===== config.mk =====
export PLATFORM = sky130hd
export DESIGN_NAME = tnri_queue
export DESIGN_NICKNAME = d
export VERILOG_FILES = /design/src/hw/rtl/tnri_pkg.sv /design/src/hw/rtl/tnri_queue.sv
export VERILOG_INCLUDE_DIRS = /design/src /design/src/hw/rtl
export SDC_FILE = /design/constraint.sdc
export NUM_CORES = 1
export LEC_CHECK = 0
export ABC_CLOCK_PERIOD_IN_PS = 36300
export BUFFER_PORTS_ARGS = -buffer_cell sky130_fd_sc_hd__buf_2
export CAP_MARGIN = 20
export CORE_AREA = 8 8 561 563
export DETAILED_ROUTE_END_ITERATION = 7
export DIE_AREA = 0 0 569 571
export HOLD_SLACK_MARGIN = 0.06
export SLEW_MARGIN = 15
export SYNTH_ARGS = -nofsm -noshare
export SYNTH_HDL_FRONTEND = slang
export SYNTH_SLANG_ARGS = --single-unit

===== constraint.sdc =====
create_clock -name clk_i -period 36.3 [get_ports clk_i]
set_input_delay 7.26 -clock clk_i [delete_from_list [all_inputs] [get_ports clk_i]]
set_output_delay 7.26 -clock clk_i [all_outputs]
set_load 0.02 [all_outputs]

===== src/hw/rtl/triangle_negative_region_integral_defines.svh =====
// ----------------------------------------------------------------------------
// triangle negative region integral - assertion macros
// concurrent assertion helpers, empty when SYNTHESIS is defined
// ----------------------------------------------------------------------------
`ifndef TRIANGLE_NEGATIVE_REGION_INTEGRAL_DEFINES_SVH
`define TRIANGLE_NEGATIVE_REGION_INTEGRAL_DEFINES_SVH

`ifndef SYNTHESIS
// plain property check under reset
`define TNRI_ASSERT(lbl, clk, rstn, prop, msg) \
  lbl: assert property (@(posedge clk) disable iff (!rstn) (prop)) else $error(msg);
// implication check under reset
`define TNRI_ASSERT_IMP(lbl, clk, rstn, ante, cons, msg) \
  `TNRI_ASSERT(lbl, clk, rstn, (ante) |-> (cons), msg)
`else
`define TNRI_ASSERT(lbl, clk, rstn, prop, msg)
`define TNRI_ASSERT_IMP(lbl, clk, rstn, ante, cons, msg)
`endif

`endif


===== src/hw/rtl/tnri_pkg.sv =====
// ----------------------------------------------------------------------------
// tnri_pkg
// shared types and constants of the triangle negative region integrator
// ----------------------------------------------------------------------------
`timescale 1ns / 1ps

package tnri_pkg;

  localparam int FIELD_W = 32;
  localparam int N_FIELD = 12;
  localparam int THR_W   = 16;
  localparam int OUT_W   = 64;
  localparam int TW      = 31;   // crossing parameter, unsigned q1.30
  localparam int MW      = 33;   // edge difference magnitude
  localparam int QDEPTH  = 2;

  // coordinate index inside a point
  localparam int CX = 0;
  localparam int CY = 1;
  localparam int CF = 2;
  localparam int CP = 3;

  typedef enum logic [1:0] {
    KIND_ZERO = 2'd0,   // no negative level
    KIND_ONE  = 2'd1,   // one negative vertex
    KIND_TWO  = 2'd2,   // two negative vertices
    KIND_ALL  = 2'd3    // whole triangle negative
  } kind_e;

  typedef logic [2:0][FIELD_W-1:0] pt_t;   // x, y, f
  typedef logic [3:0][FIELD_W-1:0] vp_t;   // x, y, f, level
  typedef pt_t [2:0] pts_t;
  typedef vp_t [2:0] vps_t;

  typedef struct packed {
    logic [2:0]         neg;
    logic [2:0][MW-1:0] mag;
  } ln_t;

  typedef struct packed {
    kind_e kind;
    pts_t  v;
    pt_t   aa;    // base point of crossing a
    ln_t   ea;    // edge of crossing a
    ln_t   eb;    // edge of crossing b, based at vertex 0
  } geo_t;

  typedef struct packed {
    geo_t                geo;
    logic [FIELD_W-1:0]  num_a;
    logic [FIELD_W-1:0]  den_a;
    logic [FIELD_W-1:0]  num_b;
    logic [FIELD_W-1:0]  den_b;
  } job_t;

endpackage


===== src/hw/rtl/tnri_queue.sv =====
// ----------------------------------------------------------------------------
// tnri_queue
// two entry queue between the classifier and the arithmetic pipeline
// ----------------------------------------------------------------------------
`timescale 1ns / 1ps
`include "triangle_negative_region_integral_defines.svh"

module tnri_queue (
  input  logic           clk_i,
  input  logic           rst_ni,
  input  logic           push_i,
  input  tnri_pkg::job_t job_i,
  output logic           full_o,
  input  logic           pop_i,
  output logic           vld_o,
  output tnri_pkg::job_t job_o
);
  import tnri_pkg::*;

  localparam int PW = $clog2(QDEPTH);

  job_t              mem_q [QDEPTH];
  logic [PW-1:0]     wp_q, rp_q;
  logic [PW:0]       cnt_q, cnt_d;

  assign full_o = (cnt_q == (PW+1)'(QDEPTH));
  assign vld_o  = (cnt_q != '0);
  assign job_o  = mem_q[rp_q];

  always_comb begin
    cnt_d = cnt_q;
    if (push_i && !pop_i) begin
      cnt_d = cnt_q + 1'b1;
    end else if (pop_i && !push_i) begin
      cnt_d = cnt_q - 1'b1;
    end
  end

  always_ff @(posedge clk_i or negedge rst_ni) begin
    if (!rst_ni) begin
      wp_q  <= '0;
      rp_q  <= '0;
      cnt_q <= '0;
    end else begin
      cnt_q <= cnt_d;
      if (push_i) begin
        wp_q <= wp_q + 1'b1;
      end
      if (pop_i) begin
        rp_q <= rp_q + 1'b1;
      end
    end
  end

  always_ff @(posedge clk_i) begin
    if (push_i) begin
      mem_q[wp_q] <= job_i;
    end
  end

  `TNRI_ASSERT_IMP(a_queue_no_overrun, clk_i, rst_ni, push_i, !full_o || pop_i, "push into full queue")
  `TNRI_ASSERT_IMP(a_queue_no_underrun, clk_i, rst_ni, pop_i, vld_o, "pop from empty queue")

endmodule


==> results.toml <==
[setup_path]
cpLargestDelayFamily = "buffers and inverters"
end_kind = "output port"
slowest_delay_ns = 0.80
worst_setup_path_start_kind = "flip-flop"
critPathArrivalTime_ns = 6.73
worst-path-buf-inv = 7
crit_slowest_cell = "buf_4"
path_max_fanout = 154
critPathKind = "flip-flop to output port"
path_cells = "buf_12 > buf_4 > buf_4 > buf_4 > buf_4 > buf_4 > mux2_2 > buf_2"
cpMostUsedCell = "buf_4"
required_ns = 29.04
r2r_setup_slack_ns = 31.78
r2r_cells = 5
rr_endpoint = "mem_q[1][407]"
rr_startpoint = "wp_q"

[clock_tree]
holdBufCountCts = 0
post-cts-setup-buffers = 0
clkLatencyLatePin_ns = 0.84
cts_max_path_buffers = 4
path_clk_slew_ns = 0.06
cts_buffers = 168
cts_tree = "done"
cts_num_sinks = 1440
ctsResizeCount = 0
clock-root-buffer = "clkbuf_16"
h-tree-depth = 4

[finish]
final_cell_area_sq_mm = 0.0695
finalNetCount = 4537
syn_to_final_growth_pct = 32.8
layout-drive-gt1-share_pct = 61.9

[detailed_routing]
num_vias = 29400
dr.pass1.iters = 5
wl_per_cell_um = 27.0
ant_nets = 0
drt-total-wl_um = 219000
viasPerCell = 3.63
drcViolationCount = 0
drt_iter0_drc = 2422

[placement]
gp_congestion = 0.897
dp_hpwl_um = 176000
place_area_sq_mm = 0.0640
port_buffers = 1441

[global_route]
grtUsageTotal_pct = 12.7
grt_max_degree = 155
grt_overflow = 0
antenna_found_initial = 240
grt_pass1_wl_um = 281000
grt_pass1_vias = 29900

[yosys]
ys.warnings.count = 0
synthCells = 2250
synth_area_leaders = "edfxtp_1 82%, mux2_2 15%, buf_6 1.2%, clkbuf_8 0.60%, dfrtp_1 0.19%"
netlist_area_sq_mm = 0.0524
ys_types = 13
synth_area_per_cell_sq_um = 23.3
synth_area_leader_cell = "edfxtp_1"
synth_nets = 2973
synth_seq_area_share_pct = 82.6
synth_seq_cells = 1440
synth_top_area_share_pct = 82.4

[floorplan]
initial_core_util_pct = 17.2
fp.dieArea_sq_mm = 0.325
die_height_um = 571
num_rows = 203
core_area_sq_mm = 0.305
boundaryPins = 1442
dieWidth_um = 569

[sta]
period_needed_ns = 13.99
grt_setup_unrepaired = "no"
fmax_mhz = 71.5
hold_slack_ns = 0.519
skew_ns = 0.0690
setup_viol = 0
hold_viol_final = 0
setup_tns_ns = 0
slew_headroom_pct = 29.2
min_period_over_period_pct = 38.5
finalMaxSlewViolations = 0
tightest_slew_ns = 1.06

[power_and_ir_drop]
p_total_uw = 5900
leakagePower_uw = 0.0248
powerDensity_mw_per_mm2 = 84.8
worst_ir_drop_vdd_uv = 50.5

[min_path]
worstHoldStart = "cnt_q[1]"
min_to = "cnt_q[1]"
min_path_type = "flip-flop to flip-flop"
whs_path_depth = 1

[status]
outcome = "finished clean"

[run]
drv_cap = 0
## synth_stat cells (all sizes together)
cell type     n
xnor2         1
nor2          1
nor2b         2
and2          1
clkbuf       23
dfrtp         4
buf          57
or2           1
mux2        718
edfxtp     1436
ha            1
xor2          4
inv           1
## layout make-up
type | instances | area (sq um)
diodes | 48 | 120
clock buffers | 200 | 4350
clock inverters | 101 | 1020
fillers | 31700 | 236000
inverters | 1 | 3.75
multi-input cells | 729 | 8180
flip-flops and latches | 1440 | 43200
well taps | 4100 | 5130
repair buffers | 1474 | 7510
## where the power goes
part	switching [uW]	internal, uW	total, uW
sequential	73.3	2210	2280
clock	704	939	1640
combinational	1340	637	1970
## worst register-to-register path, delay by kind of cell, from the launching register on
kind	cells	cell delay, ns
AND/OR/NAND/NOR	1	0.62
flip-flops	1	0.43
buffers and inverters	4	2.83
## layout by cell type (no fill, tap or decap), types with 10 or more instances in the layout
master	n
buf_2	1441
bufinv_16	10
clkinv_2	28
mux2_2	718
clkbuf_16	169
buf_4	29
clkinvlp_4	12
edfxtp_1	1436
clkbuf_1	31
clkinv_1	25
diode_2	48
## metrics by stage
stage	instances	utilization [%]	setup slack (ns)
CTS	8045	22.8	22.21
floorplan	2250	-	9.92
global route	8059	22.8	21.88
detailed placement	7744	21.0	23.10
global placement	7744	21.0	23.38
finish	8093	22.8	22.31
## how the worst max path moves through the flow
stage,depth (start not counted),end,from,slack (ns)
after floorplan,1,mem_q[0][0],push_i,9.92
after global placement,8,job_o[288],rp_q,23.38
after detailed placement,8,job_o[296],rp_q,23.10
after CTS,8,job_o[296],rp_q,22.21
after global routing,8,job_o[296],rp_q,21.88
final,8,job_o[296],rp_q,22.31
## state kept, by name (all words and copies together), names as in the netlist
name	count
mem_q	1436
cnt_q	2
rp_q	1
wp_q	1
## routing by layer
| metal | GRT usage [%] | wire length [um] | vias to the layer above |
|---|---|---|---|
| met4 | 3.49 | 6510 | 172 |
| met5 | 0 | 1100 | - |
| met1 | 14.4 | 81700 | 14500 |
| met3 | 7.76 | 31300 | 597 |
| met2 | 20.0 | 98100 | 1780 |
| li1 | - | - | 12300 |
## logic make-up after synthesis
kind of cell             count (synthesis)  synth area share, %
buffers and inverters                   81                 1.84
flip-flops                            1440                 82.6
XOR/XNOR                                 5               0.0836
adder cells (fa/ha/maj)                  1               0.0239
multiplexers                           718                 15.4
AND/OR/NAND/NOR                          5               0.0550
No activity file was read; power rests on OpenSTA's default activity.
