[config.mk]
export PLATFORM = sky130hd
export DESIGN_NAME = tnri_front
export DESIGN_NICKNAME = d
export VERILOG_FILES = /design/src/hw/rtl/tnri_pkg.sv /design/src/hw/rtl/tnri_front.sv
export VERILOG_INCLUDE_DIRS = /design/src /design/src/hw/rtl
export SDC_FILE = /design/constraint.sdc
export NUM_CORES = 2
export LEC_CHECK = 0
export BUFFER_PORTS_ARGS = -buffer_cell sky130_fd_sc_hd__clkbuf_2
export CELL_PAD_IN_SITES_DETAIL_PLACEMENT = 1
export CELL_PAD_IN_SITES_GLOBAL_PLACEMENT = 1
export CORE_MARGIN = 2
export CORE_UTILIZATION = 38
export CTS_BUF_LIST = sky130_fd_sc_hd__clkbuf_4 sky130_fd_sc_hd__clkbuf_8 sky130_fd_sc_hd__clkbuf_16
export DETAILED_ROUTE_END_ITERATION = 8
export PLACE_DENSITY_LB_ADDON = 0.12
export RECOVER_POWER = 25
export SKIP_CTS_REPAIR_TIMING = 1
export SYNTH_ARGS = -nofsm -noshare
export SYNTH_HDL_FRONTEND = slang
export SYNTH_SLANG_ARGS = --single-unit
[constraint.sdc]
create_clock -name clk_i -period 128.3 [get_ports clk_i]
set_clock_uncertainty 0.1 [all_clocks]
set_input_delay 6.415 -clock clk_i [delete_from_list [all_inputs] [get_ports clk_i]]
set_output_delay 6.415 -clock clk_i [all_outputs]
set_load 0.05 [all_outputs]
[src/hw/rtl/triangle_negative_region_integral_defines.svh]
// ----------------------------------------------------------------------------
// triangle negative region integral - assertion macros
// concurrent assertion helpers, empty when SYNTHESIS is defined
// ----------------------------------------------------------------------------
`ifndef TRIANGLE_NEGATIVE_REGION_INTEGRAL_DEFINES_SVH
`define TRIANGLE_NEGATIVE_REGION_INTEGRAL_DEFINES_SVH

`ifndef SYNTHESIS
// plain property check under reset
`define TNRI_ASSERT(lbl, clk, rstn, prop, msg) \
  lbl: assert property (@(posedge clk) disable iff (!rstn) (prop)) else $error(msg);
// implication check under reset
`define TNRI_ASSERT_IMP(lbl, clk, rstn, ante, cons, msg) \
  `TNRI_ASSERT(lbl, clk, rstn, (ante) |-> (cons), msg)
`else
`define TNRI_ASSERT(lbl, clk, rstn, prop, msg)
`define TNRI_ASSERT_IMP(lbl, clk, rstn, ante, cons, msg)
`endif

`endif

[src/hw/rtl/tnri_pkg.sv]
// ----------------------------------------------------------------------------
// tnri_pkg
// shared types and constants of the triangle negative region integrator
// ----------------------------------------------------------------------------
`timescale 1ns / 1ps

package tnri_pkg;

  localparam int FIELD_W = 32;
  localparam int N_FIELD = 12;
  localparam int THR_W   = 16;
  localparam int OUT_W   = 64;
  localparam int TW      = 31;   // crossing parameter, unsigned q1.30
  localparam int MW      = 33;   // edge difference magnitude
  localparam int QDEPTH  = 2;

  // coordinate index inside a point
  localparam int CX = 0;
  localparam int CY = 1;
  localparam int CF = 2;
  localparam int CP = 3;

  typedef enum logic [1:0] {
    KIND_ZERO = 2'd0,   // no negative level
    KIND_ONE  = 2'd1,   // one negative vertex
    KIND_TWO  = 2'd2,   // two negative vertices
    KIND_ALL  = 2'd3    // whole triangle negative
  } kind_e;

  typedef logic [2:0][FIELD_W-1:0] pt_t;   // x, y, f
  typedef logic [3:0][FIELD_W-1:0] vp_t;   // x, y, f, level
  typedef pt_t [2:0] pts_t;
  typedef vp_t [2:0] vps_t;

  typedef struct packed {
    logic [2:0]         neg;
    logic [2:0][MW-1:0] mag;
  } ln_t;

  typedef struct packed {
    kind_e kind;
    pts_t  v;
    pt_t   aa;    // base point of crossing a
    ln_t   ea;    // edge of crossing a
    ln_t   eb;    // edge of crossing b, based at vertex 0
  } geo_t;

  typedef struct packed {
    geo_t                geo;
    logic [FIELD_W-1:0]  num_a;
    logic [FIELD_W-1:0]  den_a;
    logic [FIELD_W-1:0]  num_b;
    logic [FIELD_W-1:0]  den_b;
  } job_t;

endpackage

[src/hw/rtl/tnri_front.sv]
// ----------------------------------------------------------------------------
// tnri_front
// input stage: sign extend, level nudge, sort by level, classify
// ----------------------------------------------------------------------------
`timescale 1ns / 1ps
`include "triangle_negative_region_integral_defines.svh"

module tnri_front #(
  parameter int DATA_WIDTH = 32
) (
  input  logic                                        clk_i,
  input  logic                                        rst_ni,
  input  logic [tnri_pkg::THR_W-1:0]                  thr_i,
  input  logic                                        s_tvalid_i,
  output logic                                        s_tready_o,
  input  logic [tnri_pkg::N_FIELD*tnri_pkg::FIELD_W-1:0] s_tdata_i,
  input  logic                                        full_i,
  output logic                                        push_o,
  output tnri_pkg::job_t                              job_o
);
  import tnri_pkg::*;

  localparam int InW   = (DATA_WIDTH < FIELD_W) ? DATA_WIDTH : FIELD_W;
  localparam int ExtSh = FIELD_W - InW;
  localparam int NF    = 6;

  typedef struct packed {
    kind_e                  kind;
    vps_t                   v;
    pt_t                    aa;
    logic [2:0][MW-1:0]     da;
    logic [2:0][MW-1:0]     db;
    logic [FIELD_W-1:0]     na;
    logic [FIELD_W-1:0]     dna;
    logic [FIELD_W-1:0]     nb;
    logic [FIELD_W-1:0]     dnb;
  } pre_t;

  logic [NF-1:0] vld_q;
  logic          en;
  vps_t          st_q [4];
  logic [1:0]    ng_q [4];
  vps_t          in_v;
  logic [1:0]    in_ng;
  pre_t          pre_d, pre_q;
  job_t          job_d, job_q;

  function automatic vps_t cswap(input vps_t v, input int i, input int j);
    vps_t o;
    o = v;
    if ($signed(v[i][CP]) > $signed(v[j][CP])) begin
      o[i] = v[j];
      o[j] = v[i];
    end
    return o;
  endfunction

  assign en         = !(vld_q[NF-1] && full_i);
  assign s_tready_o = en;
  assign push_o     = vld_q[NF-1] && !full_i;
  assign job_o      = job_q;

  // sign extension and nudge of near zero levels
  always_comb begin
    logic [FIELD_W-1:0] sh;
    logic [FIELD_W-1:0] fld [N_FIELD];
    logic [FIELD_W-1:0] pv;
    logic [FIELD_W-1:0] pmag;
    for (int i = 0; i < N_FIELD; i++) begin
      sh     = s_tdata_i[i*FIELD_W +: FIELD_W] << ExtSh;
      fld[i] = $signed(sh) >>> ExtSh;
    end
    in_ng = '0;
    for (int v = 0; v < 3; v++) begin
      in_v[v][CX] = fld[2*v];
      in_v[v][CY] = fld[2*v+1];
      in_v[v][CF] = fld[6+v];
      pv          = fld[9+v];
      pmag        = pv[FIELD_W-1] ? (~pv + 1'b1) : pv;
      if (pmag < {{(FIELD_W-THR_W){1'b0}}, thr_i}) begin
        in_v[v][CP] = FIELD_W'(1);
      end else begin
        in_v[v][CP] = pv;
      end
      in_ng = in_ng + {1'b0, in_v[v][CP][FIELD_W-1]};
    end
  end

  // crossing edges and differences
  always_comb begin
    vps_t s;
    vp_t  a;
    vp_t  b;
    s = st_q[3];
    case (ng_q[3])
      2'd0:    pre_d.kind = KIND_ZERO;
      2'd1:    pre_d.kind = KIND_ONE;
      2'd2:    pre_d.kind = KIND_TWO;
      default: pre_d.kind = KIND_ALL;
    endcase
    a = (pre_d.kind == KIND_ONE) ? s[0] : s[1];
    b = (pre_d.kind == KIND_ONE) ? s[1] : s[2];
    pre_d.v = s;
    for (int c = 0; c < 3; c++) begin
      pre_d.aa[c] = a[c];
      pre_d.da[c] = {b[c][FIELD_W-1], b[c]} - {a[c][FIELD_W-1], a[c]};
      pre_d.db[c] = {s[2][c][FIELD_W-1], s[2][c]} - {s[0][c][FIELD_W-1], s[0][c]};
    end
    pre_d.na  = '0 - a[CP];
    pre_d.dna = b[CP] - a[CP];
    pre_d.nb  = '0 - s[0][CP];
    pre_d.dnb = s[2][CP] - s[0][CP];
  end

  // magnitudes and signs of edge differences
  always_comb begin
    job_d.geo.kind = pre_q.kind;
    job_d.geo.aa   = pre_q.aa;
    for (int v = 0; v < 3; v++) begin
      for (int c = 0; c < 3; c++) begin
        job_d.geo.v[v][c] = pre_q.v[v][c];
      end
    end
    for (int c = 0; c < 3; c++) begin
      job_d.geo.ea.neg[c] = pre_q.da[c][MW-1];
      job_d.geo.ea.mag[c] = pre_q.da[c][MW-1] ? ('0 - pre_q.da[c]) : pre_q.da[c];
      job_d.geo.eb.neg[c] = pre_q.db[c][MW-1];
      job_d.geo.eb.mag[c] = pre_q.db[c][MW-1] ? ('0 - pre_q.db[c]) : pre_q.db[c];
    end
    job_d.num_a = pre_q.na;
    job_d.den_a = pre_q.dna;
    job_d.num_b = pre_q.nb;
    job_d.den_b = pre_q.dnb;
  end

  always_ff @(posedge clk_i or negedge rst_ni) begin
    if (!rst_ni) begin
      vld_q <= '0;
    end else if (en) begin
      vld_q <= {vld_q[NF-2:0], s_tvalid_i};
    end
  end

  always_ff @(posedge clk_i) begin
    if (en) begin
      st_q[0] <= in_v;
      ng_q[0] <= in_ng;
      st_q[1] <= cswap(st_q[0], 0, 1);
      st_q[2] <= cswap(st_q[1], 0, 2);
      st_q[3] <= cswap(st_q[2], 1, 2);
      for (int i = 1; i < 4; i++) begin
        ng_q[i] <= ng_q[i-1];
      end
      pre_q <= pre_d;
      job_q <= job_d;
    end
  end

  `TNRI_ASSERT_IMP(a_front_cross_num, clk_i, rst_ni, vld_q[NF-1] && job_q.geo.kind == KIND_ONE, job_q.num_a != '0 && job_q.num_a <= job_q.den_a, "crossing numerator out of range")

endmodule

==> out/metrics.cfg <==
[die]
die-area_sq_um = 336000
ios = 1124
core.rowCount = 211
start_util = 0.381
die-width_um = 579
fp.coreArea_sq_um = 330000
die_h_um = 579

[detailed_routing]
route.met3.wl_mm = 17.1
wl_per_cell_um = 26.2
ant_nets = 0
drt-met1-wl_mm = 163
wirelength_mm = 368
first_pass_iters = 5
vias = 72700
drcViolationCount = 0
dr_wl_met2_mm = 174
drt_iter0_drc = 5608
avgViaCountPerCell = 5.18
top_layer_used = met5

[timing]
fin_tns_setup_ns = 0
final_hold_viol_count = 0
grt_setup_unrepaired = no
slew_headroom = -5.15
setup_viol = 0
max_slew.worst_pin.slew_ns = 9.23
post-route-period-util = 0.110
period_minus_slack_ns = 14.11
fmax_mhz = 70.9
drv_slew = 658

[clocking]
numCtsBuffers = 333
clockBufferDepth = 4
tritoncts = done
cts.sinks = 2980
cts_root_buf = clkbuf_16
htree_levels = 5
clk_pin_slew_worst_paths_ns = 0.06
clk_latency_ns = 0.90

[layout]
drive_gt1_frac = 0.259
num-fill-cells = 32800
finish.utilization = 0.447
fin_cells = 14000
syn_to_final_growth_pct = 17.3
nNetsFinal = 10200

[logic_synthesis]
syn_inst = 8064
synth_area_leaders = edfxtp_1, mux2_2, ha_1
synthFlopType = edfxtp_1
synth_area_leader_cell = edfxtp_1
yosys_warnings = 0
syn-num-nets = 8883
ys_top_cells_by_count = edfxtp_1, mux2_2, nand2_1
synth_edf_count = 2974
ys_seq_elements = 2980
synth_top_area_frac = 0.710
synth.most_common_cell = edfxtp_1
synth_area_sq_um = 126000
ys_seq_area_frac = 0.711
netlist-cell-type-count = 82
synthArstFlopShare = 0.00201
avgSynthCellArea_sq_um = 15.6

[global_routing]
antenna_found_initial = 56
grt_max_degree = 193
grt_pass1_wl_mm = 520
overflow = 0
grtUsageTotal = 0.212
first_global_vias = 73900

[critical_path]
cp_slowest_stage_delay_ns = 0.51
crit_path_start_kind = input port
critPathMaxFanout = 47
end_kind = output port
cp.arrival_ns = 7.59
crit_path_frequent_cell = clkbuf_2
required_ns = 121.79
slowest_stage = clkbuf_2
cp_cell_sequence = clkbuf_2 -> nand2_4 -> clkbuf_2
crit_type = input port to output port

[flow_run]
drv_cap = 13

[placed_design]
io_buffer_count = 1123
gp_congestion = 0.879
dpl.cell_count = 13400
dp_hpwl_mm = 274

[outcome]
outcome = complete, but fails checks
violations = capacitance limit, slew limit

[worst_hold_path]
hold_path.class = register to register

## worst max-delay path: cells and delay by family
kind | cells | cell delay (ns)
buffers and inverters | 2 | 0.62
AND/OR/NAND/NOR | 1 | 0.47
## cells by family (layout without fill, tap and decap cells)
| group | count (synthesis) | count (layout) | synth area share |
|---|---|---|---|
| other | 0 | 22 | 0 |
| multiplexers | 808 | 808 | 0.0720 |
| adder cells (fa/ha/maj) | 415 | 415 | 0.0418 |
| AO/OA/AOI/OAI | 1194 | 1194 | 0.0624 |
| buffers and inverters | 646 | 2220 | 0.0193 |
| AND/OR/NAND/NOR | 1524 | 1524 | 0.0585 |
| flip-flops | 2980 | 2980 | 0.711 |
| XOR/XNOR | 497 | 497 | 0.0346 |
## path summary, 6_finish.rpt
check | from | endpoint | slack (ns) | cells past startpoint
setup / recovery | full_i | s_tready_o | 114.19 | 3
hold / removal | job_d[636] | job_o[636] | 0.29 | 0
setup reg to reg | ng_q[3][0] | pre_q[291] | 116.85 | 16
hold reg to reg | job_d[636] | job_o[636] | 0.29 | 0
max in group asynchronous | rst_ni | vld_q[0] | 122.71 | 1
min in group asynchronous | rst_ni | vld_q[5] | 5.23 | 1
## state kept, by name (all words and copies together) (netlist names)
| register | cells |
|---|---|
| st_q | 1536 |
| ng_q | 8 |
| pre_q | 192 |
| job_o | 718 |
| vld_q | 6 |
| job_d | 520 |
## cells in the final DEF, fill, tap and decap left out, types with 22 or more instances in the layout
cell type and n:
clkbuf_2 1123, mux2_2 777, clkbuf_4 57, buf_4 43, o21bai_1 35, bufinv_16 30
a31oi_1 33, ha_1 406, inv_1 436, mux2i_1 30, nor2b_1 76, or3_1 56
edfxtp_1 2974, a21boi_0 103, o31ai_1 77, xor2_1 83, a21o_1 169, nand2_1 676
nand2b_1 63, nor4_1 26, and2_1 74, o21ai_0 255, o21a_1 47, nor2_1 208
a211oi_1 28, nand3_1 77, clkbuf_16 341, clkinv_1 86, o41ai_1 34, and3_1 26
nand4_1 59, a21oi_1 273, or4_1 56, nor3_1 58, clkinv_2 47, diode_2 22
xnor2_1 414
## routing by layer
metal / GRT usage / up-vias
met5: 0 / -
met4: 0.0737 / 16
met3: 0.0324 / 502
met2: 0.348 / 1797
met1: 0.288 / 37300
li1: - / 33100
## layout make-up
type / instances / area [sq um] / area share
flip-flops and latches: 2980 / 89500 / 0.606
clock buffers: 398 / 8960 / 0.0608
repair buffers: 1188 / 6140 / 0.0416
diodes: 22 / 55.1 / 0.000373
clock inverters: 197 / 1900 / 0.0129
well taps: 4366 / 5460 / 0.0370
multi-input cells: 4438 / 33900 / 0.230
inverters: 437 / 1640 / 0.0111
## through the flow
stage               instance area [sq um]  hold slack (ns)  worst slack, ns
global route                       147000            0.301           114.11
floorplan                          126000            0.300            51.42
CTS                                148000            0.295           114.12
global placement                   137000            0.301           114.13
finish                             148000            0.289           114.19
detailed placement                 137000            0.305           114.11
Power is not shown: default switching activity piles up to over one toggle a cycle in this logic, so the estimate is an artifact.
